## config.mk

```make
export PLATFORM = sky130hd
export DESIGN_NAME = hold_fade_crossfade_splitter_unit
export DESIGN_NICKNAME = d
export VERILOG_FILES = /design/src/design/hfcs_pkg.sv /design/src/design/hfcs_div.sv /design/src/design/hfcs_mul.sv /design/src/design/hold_fade_crossfade_splitter_unit.sv
export SDC_FILE = /design/constraint.sdc
export NUM_CORES = 1
export LEC_CHECK = 0
export BUFFER_PORTS_ARGS = -buffer_cell sky130_fd_sc_hd__buf_2
export CELL_PAD_IN_SITES_DETAIL_PLACEMENT = 1
export CELL_PAD_IN_SITES_GLOBAL_PLACEMENT = 1
export CORE_ASPECT_RATIO = 1.4
export CORE_UTILIZATION = 35
export CTS_CLUSTER_DIAMETER = 100
export DETAILED_ROUTE_END_ITERATION = 7
export PLACE_DENSITY_LB_ADDON = 0.1
export SKIP_LAST_GASP = 1
export SLEW_MARGIN = 10
export SYNTH_ARGS = -nofsm -noshare
export SYNTH_HDL_FRONTEND = slang
export SYNTH_SLANG_ARGS = --single-unit
```

## constraint.sdc

```tcl
create_clock -name clk -period 7.7 [get_ports clk]
set_input_delay 1.54 -clock clk [delete_from_list [all_inputs] [get_ports clk]]
set_output_delay 1.54 -clock clk [all_outputs]
set_load 0.005 [all_outputs]
```

## src/design/hfcs_pkg.sv

```systemverilog
// hfcs_pkg: shared constants and helpers for the hold / fade crossfade splitter
// holds field widths, fixed-point formats, register codes and cosine coefficients
// no dependencies
package hfcs_pkg;

    // fixed field widths
    localparam int CHANNELS   = 2;
    localparam int CH_BITS    = (CHANNELS > 1) ? $clog2(CHANNELS) : 1;
    localparam int LEN_BITS   = 24;
    localparam int INDEX_BITS = 25;
    localparam int CFG_IDX_BITS = 1;

    // fixed-point formats
    localparam int P_BITS     = 16;
    localparam int FRAC_BITS  = 24;
    localparam int SQ_SHIFT   = 2 * P_BITS - FRAC_BITS;
    localparam int U_BITS     = 24;
    localparam int POLY_BITS  = 28;
    localparam int POLY_STEPS = 5;
    localparam int STEP_BITS  = 3;

    // register codes
    localparam logic [CFG_IDX_BITS-1:0] REG_HOLD = 1'b0;
    localparam logic [CFG_IDX_BITS-1:0] REG_FADE = 1'b1;

    localparam logic [LEN_BITS-1:0] FADE_RESET = 24'd441;

    typedef logic [POLY_BITS-1:0] poly_t;

    localparam poly_t Q24_ONE = poly_t'(1) << FRAC_BITS;
    localparam poly_t CF1 = 28'd82792242;
    localparam poly_t CF2 = 28'd68093890;
    localparam poly_t CF3 = 28'd22401992;
    localparam poly_t CF4 = 28'd3948193;
    localparam poly_t CF5 = 28'd432968;

    // horner coefficient, innermost first
    function automatic poly_t poly_coef(input logic [STEP_BITS-1:0] k);
        poly_t c;
        case (k)
            3'd0:    c = CF5;
            3'd1:    c = CF4;
            3'd2:    c = CF3;
            3'd3:    c = CF2;
            3'd4:    c = CF1;
            default: c = CF1;
        endcase
        return c;
    endfunction

endpackage

```

## src/design/hfcs_div.sv

```systemverilog
// hfcs_div: bit-serial restoring divider, one quotient bit per cycle
// gives floor(num * 2^P_BITS / den) for num < den; uses hfcs_pkg
module hfcs_div
(
    input  logic                             clk,
    input  logic                             rst_n,
    input  logic                             start,
    input  logic [hfcs_pkg::LEN_BITS-1:0]    num,
    input  logic [hfcs_pkg::LEN_BITS-1:0]    den,
    output logic                             done,
    output logic [hfcs_pkg::P_BITS-1:0]      quot
);

    localparam int CW = $clog2(hfcs_pkg::P_BITS + 1);

    logic [hfcs_pkg::LEN_BITS-1:0] rem_reg;
    logic [hfcs_pkg::LEN_BITS-1:0] den_reg;
    logic [hfcs_pkg::P_BITS-1:0]   quot_reg;
    logic [CW-1:0]                 cnt_reg;
    logic                          done_reg;

    logic [hfcs_pkg::LEN_BITS:0]   shifted;
    logic                          ge;
    logic [hfcs_pkg::LEN_BITS:0]   diff;

    // one restoring step
    always_comb
    begin
        shifted = {rem_reg, 1'b0};
        ge      = (shifted >= {1'b0, den_reg});
        diff    = shifted - {1'b0, den_reg};
    end

    // quotient shift register and remainder
    always_ff @(posedge clk or negedge rst_n)
    begin
        if (!rst_n)
        begin
            cnt_reg  <= '0;
            done_reg <= 1'b0;
        end
        else
        begin
            // done pulses after the last quotient bit
            done_reg <= !start && (cnt_reg == CW'(1));
            if (start)
            begin
                rem_reg  <= num;
                den_reg  <= den;
                quot_reg <= '0;
                cnt_reg  <= CW'(hfcs_pkg::P_BITS);
            end
            else if (cnt_reg != '0)
            begin
                rem_reg  <= ge ? diff[hfcs_pkg::LEN_BITS-1:0]
                               : shifted[hfcs_pkg::LEN_BITS-1:0];
                quot_reg <= {quot_reg[hfcs_pkg::P_BITS-2:0], ge};
                cnt_reg  <= cnt_reg - CW'(1);
            end
        end
    end

    assign done = done_reg;
    assign quot = quot_reg;

endmodule

```

## src/design/hfcs_mul.sv

```systemverilog
// hfcs_mul: bit-serial shift-add multiplier, one multiplier bit per cycle
// signed multiplicand times unsigned multiplier; no package dependency
module hfcs_mul
#(
    parameter int AW = 28,
    parameter int BW = 24
)
(
    input  logic                     clk,
    input  logic                     rst_n,
    input  logic                     start,
    input  logic signed [AW-1:0]     a,
    input  logic [BW-1:0]            b,
    output logic                     done,
    output logic signed [AW+BW-1:0]  prod
);

    localparam int CW = $clog2(BW + 1);

    logic signed [AW-1:0] a_reg;
    logic signed [AW:0]   hi_reg;
    logic [BW-1:0]        lo_reg;
    logic [CW-1:0]        cnt_reg;
    logic                 done_reg;

    logic signed [AW:0]   sum;

    // partial product for the current multiplier bit
    always_comb
    begin
        sum = hi_reg + (lo_reg[0] ? {a_reg[AW-1], a_reg} : '0);
    end

    // accumulator shifts right, product bits fill in from the top of lo
    always_ff @(posedge clk or negedge rst_n)
    begin
        if (!rst_n)
        begin
            cnt_reg  <= '0;
            done_reg <= 1'b0;
        end
        else
        begin
            // done pulses after the last multiplier bit
            done_reg <= !start && (cnt_reg == CW'(1));
            if (start)
            begin
                a_reg   <= a;
                hi_reg  <= '0;
                lo_reg  <= b;
                cnt_reg <= CW'(BW);
            end
            else if (cnt_reg != '0)
            begin
                hi_reg  <= {sum[AW], sum[AW:1]};
                lo_reg  <= {sum[0], lo_reg[BW-1:1]};
                cnt_reg <= cnt_reg - CW'(1);
            end
        end
    end

    assign done = done_reg;
    assign prod = {hi_reg[AW-1:0], lo_reg};

endmodule

```

## src/design/hold_fade_crossfade_splitter_unit.sv

```systemverilog
// hold_fade_crossfade_splitter_unit: splits stereo frames into transient and tonal parts
// top level sequencer; uses hfcs_pkg, hfcs_div and hfcs_mul
//
// - input channel: in_valid / in_stall carry one frame per transaction
//   (start_req, left_sample, right_sample); start_req restarts the frame index at zero
// - output channel: out_valid / out_stall carry one result per frame
//   (trans_left, trans_right, tonal_left, tonal_right); trans + tonal equals the input
// - configuration: cfg_we writes cfg_data to hold_length or fade_length by cfg_index;
//   the user must write only while the block is idle; the block does not enforce this
// - hold and tail frames take two bit-serial multiplier passes, one per channel;
//   fade frames first add a division and the bit-serial polynomial passes
// - one frame at a time: in_stall is high from acceptance until the result moves
//   into the output register, so no new frame is taken while one is in work
// - a finished result waits in the output register while out_stall is high; the
//   next frame is accepted meanwhile and holds in its last state until the
//   output register frees
// - reset clears the frame index, hold_length to 0 and fade_length to 441
module hold_fade_crossfade_splitter_unit
#(
    parameter int SAMPLE_BITS = 24,
    parameter int WEIGHT_BITS = 16
)
(
    input  logic                                  clk,
    input  logic                                  rst_n,
    // configuration
    input  logic                                  cfg_we,
    input  logic [hfcs_pkg::CFG_IDX_BITS-1:0]     cfg_index,
    input  logic [hfcs_pkg::LEN_BITS-1:0]         cfg_data,
    // input channel
    input  logic                                  in_valid,
    output logic                                  in_stall,
    input  logic                                  start_req,
    input  logic signed [SAMPLE_BITS-1:0]         left_sample,
    input  logic signed [SAMPLE_BITS-1:0]         right_sample,
    // output channel
    output logic                                  out_valid,
    input  logic                                  out_stall,
    output logic signed [SAMPLE_BITS-1:0]         trans_left,
    output logic signed [SAMPLE_BITS-1:0]         trans_right,
    output logic signed [SAMPLE_BITS-1:0]         tonal_left,
    output logic signed [SAMPLE_BITS-1:0]         tonal_right
);

    localparam int AW = (SAMPLE_BITS > hfcs_pkg::POLY_BITS) ? SAMPLE_BITS
                                                           : hfcs_pkg::POLY_BITS;
    localparam int BW = (WEIGHT_BITS + 1 > hfcs_pkg::U_BITS) ? WEIGHT_BITS + 1
                                                            : hfcs_pkg::U_BITS;
    localparam int PW = AW + BW;
    localparam int LB = hfcs_pkg::LEN_BITS;
    localparam int IB = hfcs_pkg::INDEX_BITS;
    localparam int PB = hfcs_pkg::P_BITS;
    localparam int FB = hfcs_pkg::FRAC_BITS;
    localparam int CB = hfcs_pkg::CH_BITS;

    localparam logic [WEIGHT_BITS:0] W_FULL = (WEIGHT_BITS + 1)'(1) << WEIGHT_BITS;
    localparam logic [IB-1:0]        IDX_MAX = '1;
    localparam logic [PB:0]          P_HALF = (PB + 1)'(1) << (PB - 1);
    localparam logic [PB:0]          P_ONE  = (PB + 1)'(1) << PB;

    typedef enum logic [2:0] {
        S_IDLE,
        S_DIV,
        S_POLY,
        S_LAUNCH,
        S_MUL,
        S_FIN
    } state_t;

    state_t                         state_reg;

    // configuration and frame position
    logic [LB-1:0]                  hold_reg;
    logic [LB-1:0]                  fade_reg;
    logic [IB-1:0]                  frame_index_reg;

    // per-frame work registers
    logic signed [SAMPLE_BITS-1:0]  samp_reg  [hfcs_pkg::CHANNELS];
    logic signed [SAMPLE_BITS-1:0]  trans_reg [hfcs_pkg::CHANNELS];
    logic signed [SAMPLE_BITS-1:0]  tonal_reg [hfcs_pkg::CHANNELS];
    logic [LB-1:0]                  offset_reg;
    logic [LB-1:0]                  den_reg;
    logic                           p_low_reg;
    logic [hfcs_pkg::U_BITS-1:0]    u_reg;
    logic [WEIGHT_BITS:0]           w_reg;
    logic [hfcs_pkg::STEP_BITS-1:0] step_reg;
    logic [CB-1:0]                  ch_reg;

    // shared unit controls
    logic                           div_start_reg;
    logic                           mul_start_reg;
    logic signed [AW-1:0]           mul_a_reg;
    logic [BW-1:0]                  mul_b_reg;

    // output register
    logic                           out_valid_reg;
    logic signed [SAMPLE_BITS-1:0]  trans_o_reg [hfcs_pkg::CHANNELS];
    logic signed [SAMPLE_BITS-1:0]  tonal_o_reg [hfcs_pkg::CHANNELS];

    // unit results
    logic                           div_done;
    logic [PB-1:0]                  div_quot;
    logic                           mul_done;
    logic signed [PW-1:0]           mul_prod;

    // combinational helpers
    logic                           accept;
    logic [IB-1:0]                  idx;
    logic [LB-1:0]                  fade_eff;
    logic                           in_hold;
    logic [IB-1:0]                  offset;
    logic                           in_fade;
    logic [IB-1:0]                  index_next;
    logic                           p_low;
    logic [PB:0]                    x_next;
    logic [hfcs_pkg::U_BITS-1:0]    u_next;
    hfcs_pkg::poly_t                t_prod;
    hfcs_pkg::poly_t                r_next;
    logic [FB:0]                    c_cos;
    logic [FB+1:0]                  w24_sum;
    logic [FB:0]                    w24;
    logic [FB+WEIGHT_BITS+1:0]      w_scaled;
    logic [WEIGHT_BITS:0]           w_next;
    logic signed [PW-1:0]           rounded;
    logic signed [SAMPLE_BITS-1:0]  trans_next;
    logic                           out_free;
    logic                           div_launch;
    logic                           mul_launch;
    logic                           out_load;

    hfcs_div u_div
    (
        .clk   (clk),
        .rst_n (rst_n),
        .start (div_start_reg),
        .num   (offset_reg),
        .den   (den_reg),
        .done  (div_done),
        .quot  (div_quot)
    );

    hfcs_mul
    #(
        .AW (AW),
        .BW (BW)
    )
    u_mul
    (
        .clk   (clk),
        .rst_n (rst_n),
        .start (mul_start_reg),
        .a     (mul_a_reg),
        .b     (mul_b_reg),
        .done  (mul_done),
        .prod  (mul_prod)
    );

    // frame position and region decode
    always_comb
    begin
        accept     = in_valid && (state_reg == S_IDLE);
        idx        = start_req ? '0 : frame_index_reg;
        fade_eff   = (fade_reg == '0) ? LB'(1) : fade_reg;
        in_hold    = (idx < {1'b0, hold_reg});
        offset     = idx - {1'b0, hold_reg};
        in_fade    = !in_hold && (offset < {1'b0, fade_eff});
        index_next = (idx == IDX_MAX) ? IDX_MAX : idx + IB'(1);
    end

    // phase fold, polynomial steps and weight
    always_comb
    begin
        p_low    = ({1'b0, div_quot} <= P_HALF);
        x_next   = p_low ? {1'b0, div_quot} : P_ONE - {1'b0, div_quot};
        u_next   = mul_prod[hfcs_pkg::SQ_SHIFT +: hfcs_pkg::U_BITS];
        t_prod   = mul_prod[FB +: hfcs_pkg::POLY_BITS];
        r_next   = hfcs_pkg::poly_coef(step_reg) - t_prod;
        c_cos    = (t_prod >= hfcs_pkg::Q24_ONE) ? '0
                 : (FB + 1)'(hfcs_pkg::Q24_ONE - t_prod);
        w24_sum  = p_low_reg ? (FB + 2)'(hfcs_pkg::Q24_ONE) + {1'b0, c_cos}
                             : (FB + 2)'(hfcs_pkg::Q24_ONE) - {1'b0, c_cos};
        w24      = w24_sum[FB+1:1];
        w_scaled = {1'b0, w24, {WEIGHT_BITS{1'b0}}}
                 + (FB + WEIGHT_BITS + 2)'(1 << (FB - 1));
        w_next   = w_scaled[FB +: WEIGHT_BITS + 1];
    end

    // rounded transient part of the current channel
    always_comb
    begin
        rounded    = mul_prod + PW'(1 << (WEIGHT_BITS - 1));
        trans_next = rounded[WEIGHT_BITS +: SAMPLE_BITS];
        out_free   = !out_valid_reg || !out_stall;
    end

    // unit launches and output register load
    always_comb
    begin
        div_launch = accept && in_fade;
        mul_launch = ((state_reg == S_DIV) && div_done)
                  || ((state_reg == S_POLY) && mul_done
                      && (step_reg != hfcs_pkg::STEP_BITS'(hfcs_pkg::POLY_STEPS)))
                  || (state_reg == S_LAUNCH);
        out_load   = (state_reg == S_FIN) && out_free;
    end

    // sequencer, configuration and output register
    always_ff @(posedge clk or negedge rst_n)
    begin
        if (!rst_n)
        begin
            state_reg       <= S_IDLE;
            hold_reg        <= '0;
            fade_reg        <= hfcs_pkg::FADE_RESET;
            frame_index_reg <= '0;
            div_start_reg   <= 1'b0;
            mul_start_reg   <= 1'b0;
            out_valid_reg   <= 1'b0;
        end
        else
        begin
            div_start_reg <= div_launch;
            mul_start_reg <= mul_launch;

            // register writes
            if (cfg_we)
            begin
                case (cfg_index)
                    hfcs_pkg::REG_HOLD: hold_reg <= cfg_data;
                    hfcs_pkg::REG_FADE: fade_reg <= cfg_data;
                    default:            ;
                endcase
            end

            // output handshake
            if (out_load)
            begin
                out_valid_reg <= 1'b1;
            end
            else if (out_valid_reg && !out_stall)
            begin
                out_valid_reg <= 1'b0;
            end

            case (state_reg)
                S_IDLE:
                begin
                    if (accept)
                    begin
                        samp_reg[0]     <= left_sample;
                        samp_reg[1]     <= right_sample;
                        frame_index_reg <= index_next;
                        offset_reg      <= offset[LB-1:0];
                        den_reg         <= fade_eff;
                        ch_reg          <= '0;
                        if (in_hold)
                        begin
                            w_reg     <= W_FULL;
                            state_reg <= S_LAUNCH;
                        end
                        else if (in_fade)
                        begin
                            state_reg <= S_DIV;
                        end
                        else
                        begin
                            w_reg     <= '0;
                            state_reg <= S_LAUNCH;
                        end
                    end
                end

                S_DIV:
                begin
                    // square the folded phase first
                    if (div_done)
                    begin
                        p_low_reg     <= p_low;
                        mul_a_reg     <= AW'(x_next);
                        mul_b_reg     <= BW'(x_next);
                        step_reg      <= '0;
                        state_reg     <= S_POLY;
                    end
                end

                S_POLY:
                begin
                    if (mul_done)
                    begin
                        if (step_reg == '0)
                        begin
                            u_reg         <= u_next;
                            mul_a_reg     <= AW'(hfcs_pkg::poly_coef(step_reg));
                            mul_b_reg     <= BW'(u_next);
                            step_reg      <= step_reg + hfcs_pkg::STEP_BITS'(1);
                        end
                        else if (step_reg != hfcs_pkg::STEP_BITS'(hfcs_pkg::POLY_STEPS))
                        begin
                            mul_a_reg     <= AW'(r_next);
                            mul_b_reg     <= BW'(u_reg);
                            step_reg      <= step_reg + hfcs_pkg::STEP_BITS'(1);
                        end
                        else
                        begin
                            w_reg     <= w_next;
                            state_reg <= S_LAUNCH;
                        end
                    end
                end

                S_LAUNCH:
                begin
                    mul_a_reg     <= AW'(samp_reg[ch_reg]);
                    mul_b_reg     <= BW'(w_reg);
                    state_reg     <= S_MUL;
                end

                S_MUL:
                begin
                    if (mul_done)
                    begin
                        trans_reg[ch_reg] <= trans_next;
                        tonal_reg[ch_reg] <= samp_reg[ch_reg] - trans_next;
                        if (ch_reg == CB'(hfcs_pkg::CHANNELS - 1))
                        begin
                            state_reg <= S_FIN;
                        end
                        else
                        begin
                            ch_reg    <= ch_reg + CB'(1);
                            state_reg <= S_LAUNCH;
                        end
                    end
                end

                S_FIN:
                begin
                    // wait for the output register to free
                    if (out_free)
                    begin
                        trans_o_reg   <= trans_reg;
                        tonal_o_reg   <= tonal_reg;
                        state_reg     <= S_IDLE;
                    end
                end

                default:
                begin
                    state_reg <= S_IDLE;
                end
            endcase
        end
    end

    assign in_stall    = (state_reg != S_IDLE);
    assign out_valid   = out_valid_reg;
    assign trans_left  = trans_o_reg[0];
    assign trans_right = trans_o_reg[1];
    assign tonal_left  = tonal_o_reg[0];
    assign tonal_right = tonal_o_reg[1];

endmodule

```

==> reports/qor.txt <==
================================================================================
Part of the power in the clock network                                     22.1%
Final weighted congestion in routability-driven placement                  0.877
Clock tree from TritonCTS                                                  built
Area of the die                                                      94300 sq um
Crit. path cell count                                                         23
Port Buffers                                                                 176
Library cell used as clock root buffer                                 clkbuf_16
Relative slew margins                                                      19.7%
Vias post-DR                                                               23.0k
Worst Hold Launch                                                   tonal_reg[33]
Reg2Reg Depth                                                                 21
Max rail drop VDD                                                       0.171 mV
Leakage power summed over all cells                                      14.2 nW
Count of buffer and inverter cells on the critical path                        3
Register area                                                        18300 sq um
Count of flip-flops with a built-in enable after synthesis                   531
FF-to-FF setup slack                                                     1.68 ns
Setup_tns                                                                   0 ns
Number of buffers added for setup after CTS                                    0
DR iter-0 viols                                                             1154
Switching portion of total power                                           39.5%
FF-to-FF Start                                                      frame_index_reg[2]
Post-CTS sizing                                                                0
Final-report hold violation count                                              0
Comb pwr share                                                             42.3%
Launch point of the critical path                                      start_req
Sort of element at the start of the critical path                   primary input
Die Span Y                                                                363 um
DR vias/cell                                                                5.36
Initial DRT Pass Iterations                                                    5
Proportion of layout cells with a drive suffix above 1                     15.7%
Synthesized flop and latch total                                             623
Relative contribution of sequential cells to total power                   35.6%
Number of cells on the worst hold path                                         0
Synthesized netlist net count                                               3124
Endpoint kind of the worst setup timing path                           flip-flop
Synthesis warning total                                                        0
Global-route wire length before repair                                 150000 um
Final-stage net count                                                       3278
Number of library cell types mapped by synthesis                              81
Kind of path behind the tightest hold check                              reg2reg
Final ANT Viol Nets                                                            0
Area of combinational cells with multiple inputs                     13200 sq um
Antenna diode count                                                            0
Proportion of synthesized chip area in sequential cells                    56.1%
Ratio of total power to cell area                                    408 nW/um^2
Number of buffers added by the clock tree synthesis step                      69
Number of instances in the synthesized netlist                              2881
Filler cell count                                                          10.0k
Critical Path Fanout Max                                                      39
Initial Utilization                                                        35.3%
Max-cap violations                                                             0
Timing-limited maximum frequency                                         148 MHz
Worst-skew pair later-pin latency                                        0.64 ns
Crit path time final                                                     6.78 ns
Initial antenna violation count                                                3
Setup violations, final                                                        0
Async set-or-reset flop fraction in the synthesized netlist                14.6%
Crit path DAT                                                            7.15 ns
Cell internal pwr                                                      0.00914 W
Layout-stage area growth over the synthesis result                         13.9%
Number of placement rows                                                     132
Result of the run                                                   finished clean
Required time worst endpoint                                             8.07 ns
Crit-path slowest cell                                                  a211oi_1
Core Footprint                                                       92300 sq um
Post-route fraction of the period consumed by the critical path            88.0%
Clock Pin Slew Worst Setup and Hold Paths                                0.06 ns
Predominant post-synthesis flop cell                                    edfxtp_1
Switching pwr                                                          0.00598 W
Power, Total                                                            0.0151 W
WS Path Type                                                              in2reg
Die extent in x                                                           260 um
Cell Chain, Critical Path                                           buf_2 -> buf_4 -> nor2b_1 -> ha_1 -> and3_1 -> and2_1 -> and3_1 -> a211oi_1 -> a31oi_1 -> o31ai_1 -> xnor2_1 -> ha_1 -> a21o_1 -> a21o_1 -> a211o_1 -> a211oi_1 -> a221oi_1 -> o21a_1 -> nor2_1 -> nand3_1 -> o211ai_1 -> a21oi_1 -> buf_4
Post-cts hold buffer count                                                     0
Routed wirelength normalized by instance count                           23.3 um
Number of global-route vias before repair                                  24.9k
Buffer depth of the longest clock path                                         3
Cell area after technology mapping                                   32600 sq um
Pin slew with the least headroom to its limit                            1.20 ns
Count of boundary I/O pins                                                   177
Crit-path max cell delay                                                 0.48 ns
DRC violations left                                                            0
CTS H-tree depth                                                               3
Maximum clock skew at final layout                                     0.0326 ns
Syn avg cell area                                                     11.3 sq um
Gr usage total                                                             21.2%
Count of final max-slew check failures                                         0
Routed WL                                                              100000 um
Overflow left after global routing                                             0
Worst path top cell family by delay                                 compound AO/OA/AOI/OAI gates
Sink Count                                                                   623
Fraction of the core area covered by cells at the end of the flow          40.2%
RSZ-0062 raised after global routing                                          no
Hpwl dp                                                                 76000 um
Pin count of the biggest net entering global routing                          60
================================================================================
## per-stage QoR
step                worst slack, ns  hold slack (ns)  instances  instance area [sq um]
floorplan                     0.268            0.400       2881                  32600
global placement              0.498            0.401       4170                  34800
detailed placement            0.261            0.406       4170                  34800
CTS                           0.931            0.407       4295                  37100
global route                  0.444            0.408       4295                  37100
finish                        0.923            0.409       4295                  37100
## cells in the final DEF, fill, tap and decap left out, drive strengths merged, types with 19 or more instances in the layout
master / synthesis / final
a21o: 50 / 50
or3: 23 / 23
nand4: 24 / 24
o21ai: 136 / 136
nor3: 58 / 58
a31oi: 31 / 31
nand2: 261 / 261
nand3: 72 / 72
nor2b: 46 / 46
xor2: 49 / 49
ha: 159 / 159
and3: 38 / 38
a21oi: 207 / 207
buf: 21 / 214
edfxtp: 531 / 531
nor4: 22 / 22
inv: 182 / 187
clkinv: 0 / 25
clkbuf: 110 / 85
or2: 19 / 19
and2: 45 / 45
a211oi: 19 / 19
xnor2: 120 / 120
dfrtp: 85 / 85
mux2: 107 / 107
o21a: 19 / 19
nor2: 191 / 191
o21bai: 19 / 19
## final cells by class
class | count | share of cell area, %
tap | 1206 | 4.07
clock buffer | 85 | 5.02
timing repair buffer | 214 | 3.16
multi-input combinational | 1945 | 35.5
inverter | 182 | 1.84
clock inverter | 40 | 1.12
sequential | 623 | 49.2
## worst register-to-register path: cells and delay by family (launching register included)
kind,cells,cell delay [ns]
flip-flops,1,0.45
XOR/XNOR,1,0.25
buffers and inverters,1,0.23
AO/OA/AOI/OAI,13,3.45
adder cells (fa/ha/maj),2,0.64
AND/OR/NAND/NOR,4,0.75
## cells in the mapped netlist, drive strengths merged (23+ instances only)
cell / n / area share [%]
and3: 38 / 0.73
and2: 45 / 0.86
dfrtp: 85 / 6.5
nor2b: 46 / 0.88
o21ai: 136 / 2.1
nand2: 261 / 3.0
a31oi: 31 / 0.61
nand4: 24 / 0.46
a21oi: 207 / 3.2
a21o: 50 / 1.2
nor2: 191 / 2.2
mux2: 107 / 3.7
edfxtp: 531 / 49
nor3: 58 / 0.91
inv: 182 / 2.1
nand3: 72 / 1.1
xor2: 49 / 1.3
ha: 159 / 6.1
clkbuf: 110 / 1.3
xnor2: 120 / 3.2
or3: 23 / 0.44
## power by group through the flow
stage,Sequential [W],Combinational [W],Clock (W)
floorplan,0.00506,0.00467,0
finish,0.00538,0.00640,0.00335
CTS,0.00540,0.00647,0.00346
global route,0.00546,0.00707,0.00356
detailed placement,0.00546,0.00643,0
global placement,0.00543,0.00622,0
## final timing paths
check	end
min	tonal_left[9]
max	w_reg[7]
max in group asynchronous	u_mul.done
min in group asynchronous	frame_index_reg[6]
min reg2reg	tonal_left[9]
max reg2reg	w_reg[7]
## cells by family after synthesis
logic type / count (synthesis) / share of synthesized area (%)
AND/OR/NAND/NOR: 858 / 12.8
AO/OA/AOI/OAI: 640 / 12.5
flip-flops: 623 / 56.1
buffers and inverters: 313 / 3.69
XOR/XNOR: 169 / 4.55
adder cells (fa/ha/maj): 164 / 6.42
multiplexers: 114 / 3.92
## metal layers
metal  up-vias  share of wire (%)  track usage [%]
li1      10800                  -                -
met2       440                 56             41.8
met5         -              0.016                0
met3       165                3.0             2.29
met4         2                4.8             10.9
met1     11600                 37             21.4
Note: power is estimated with default switching activity, not from simulation.
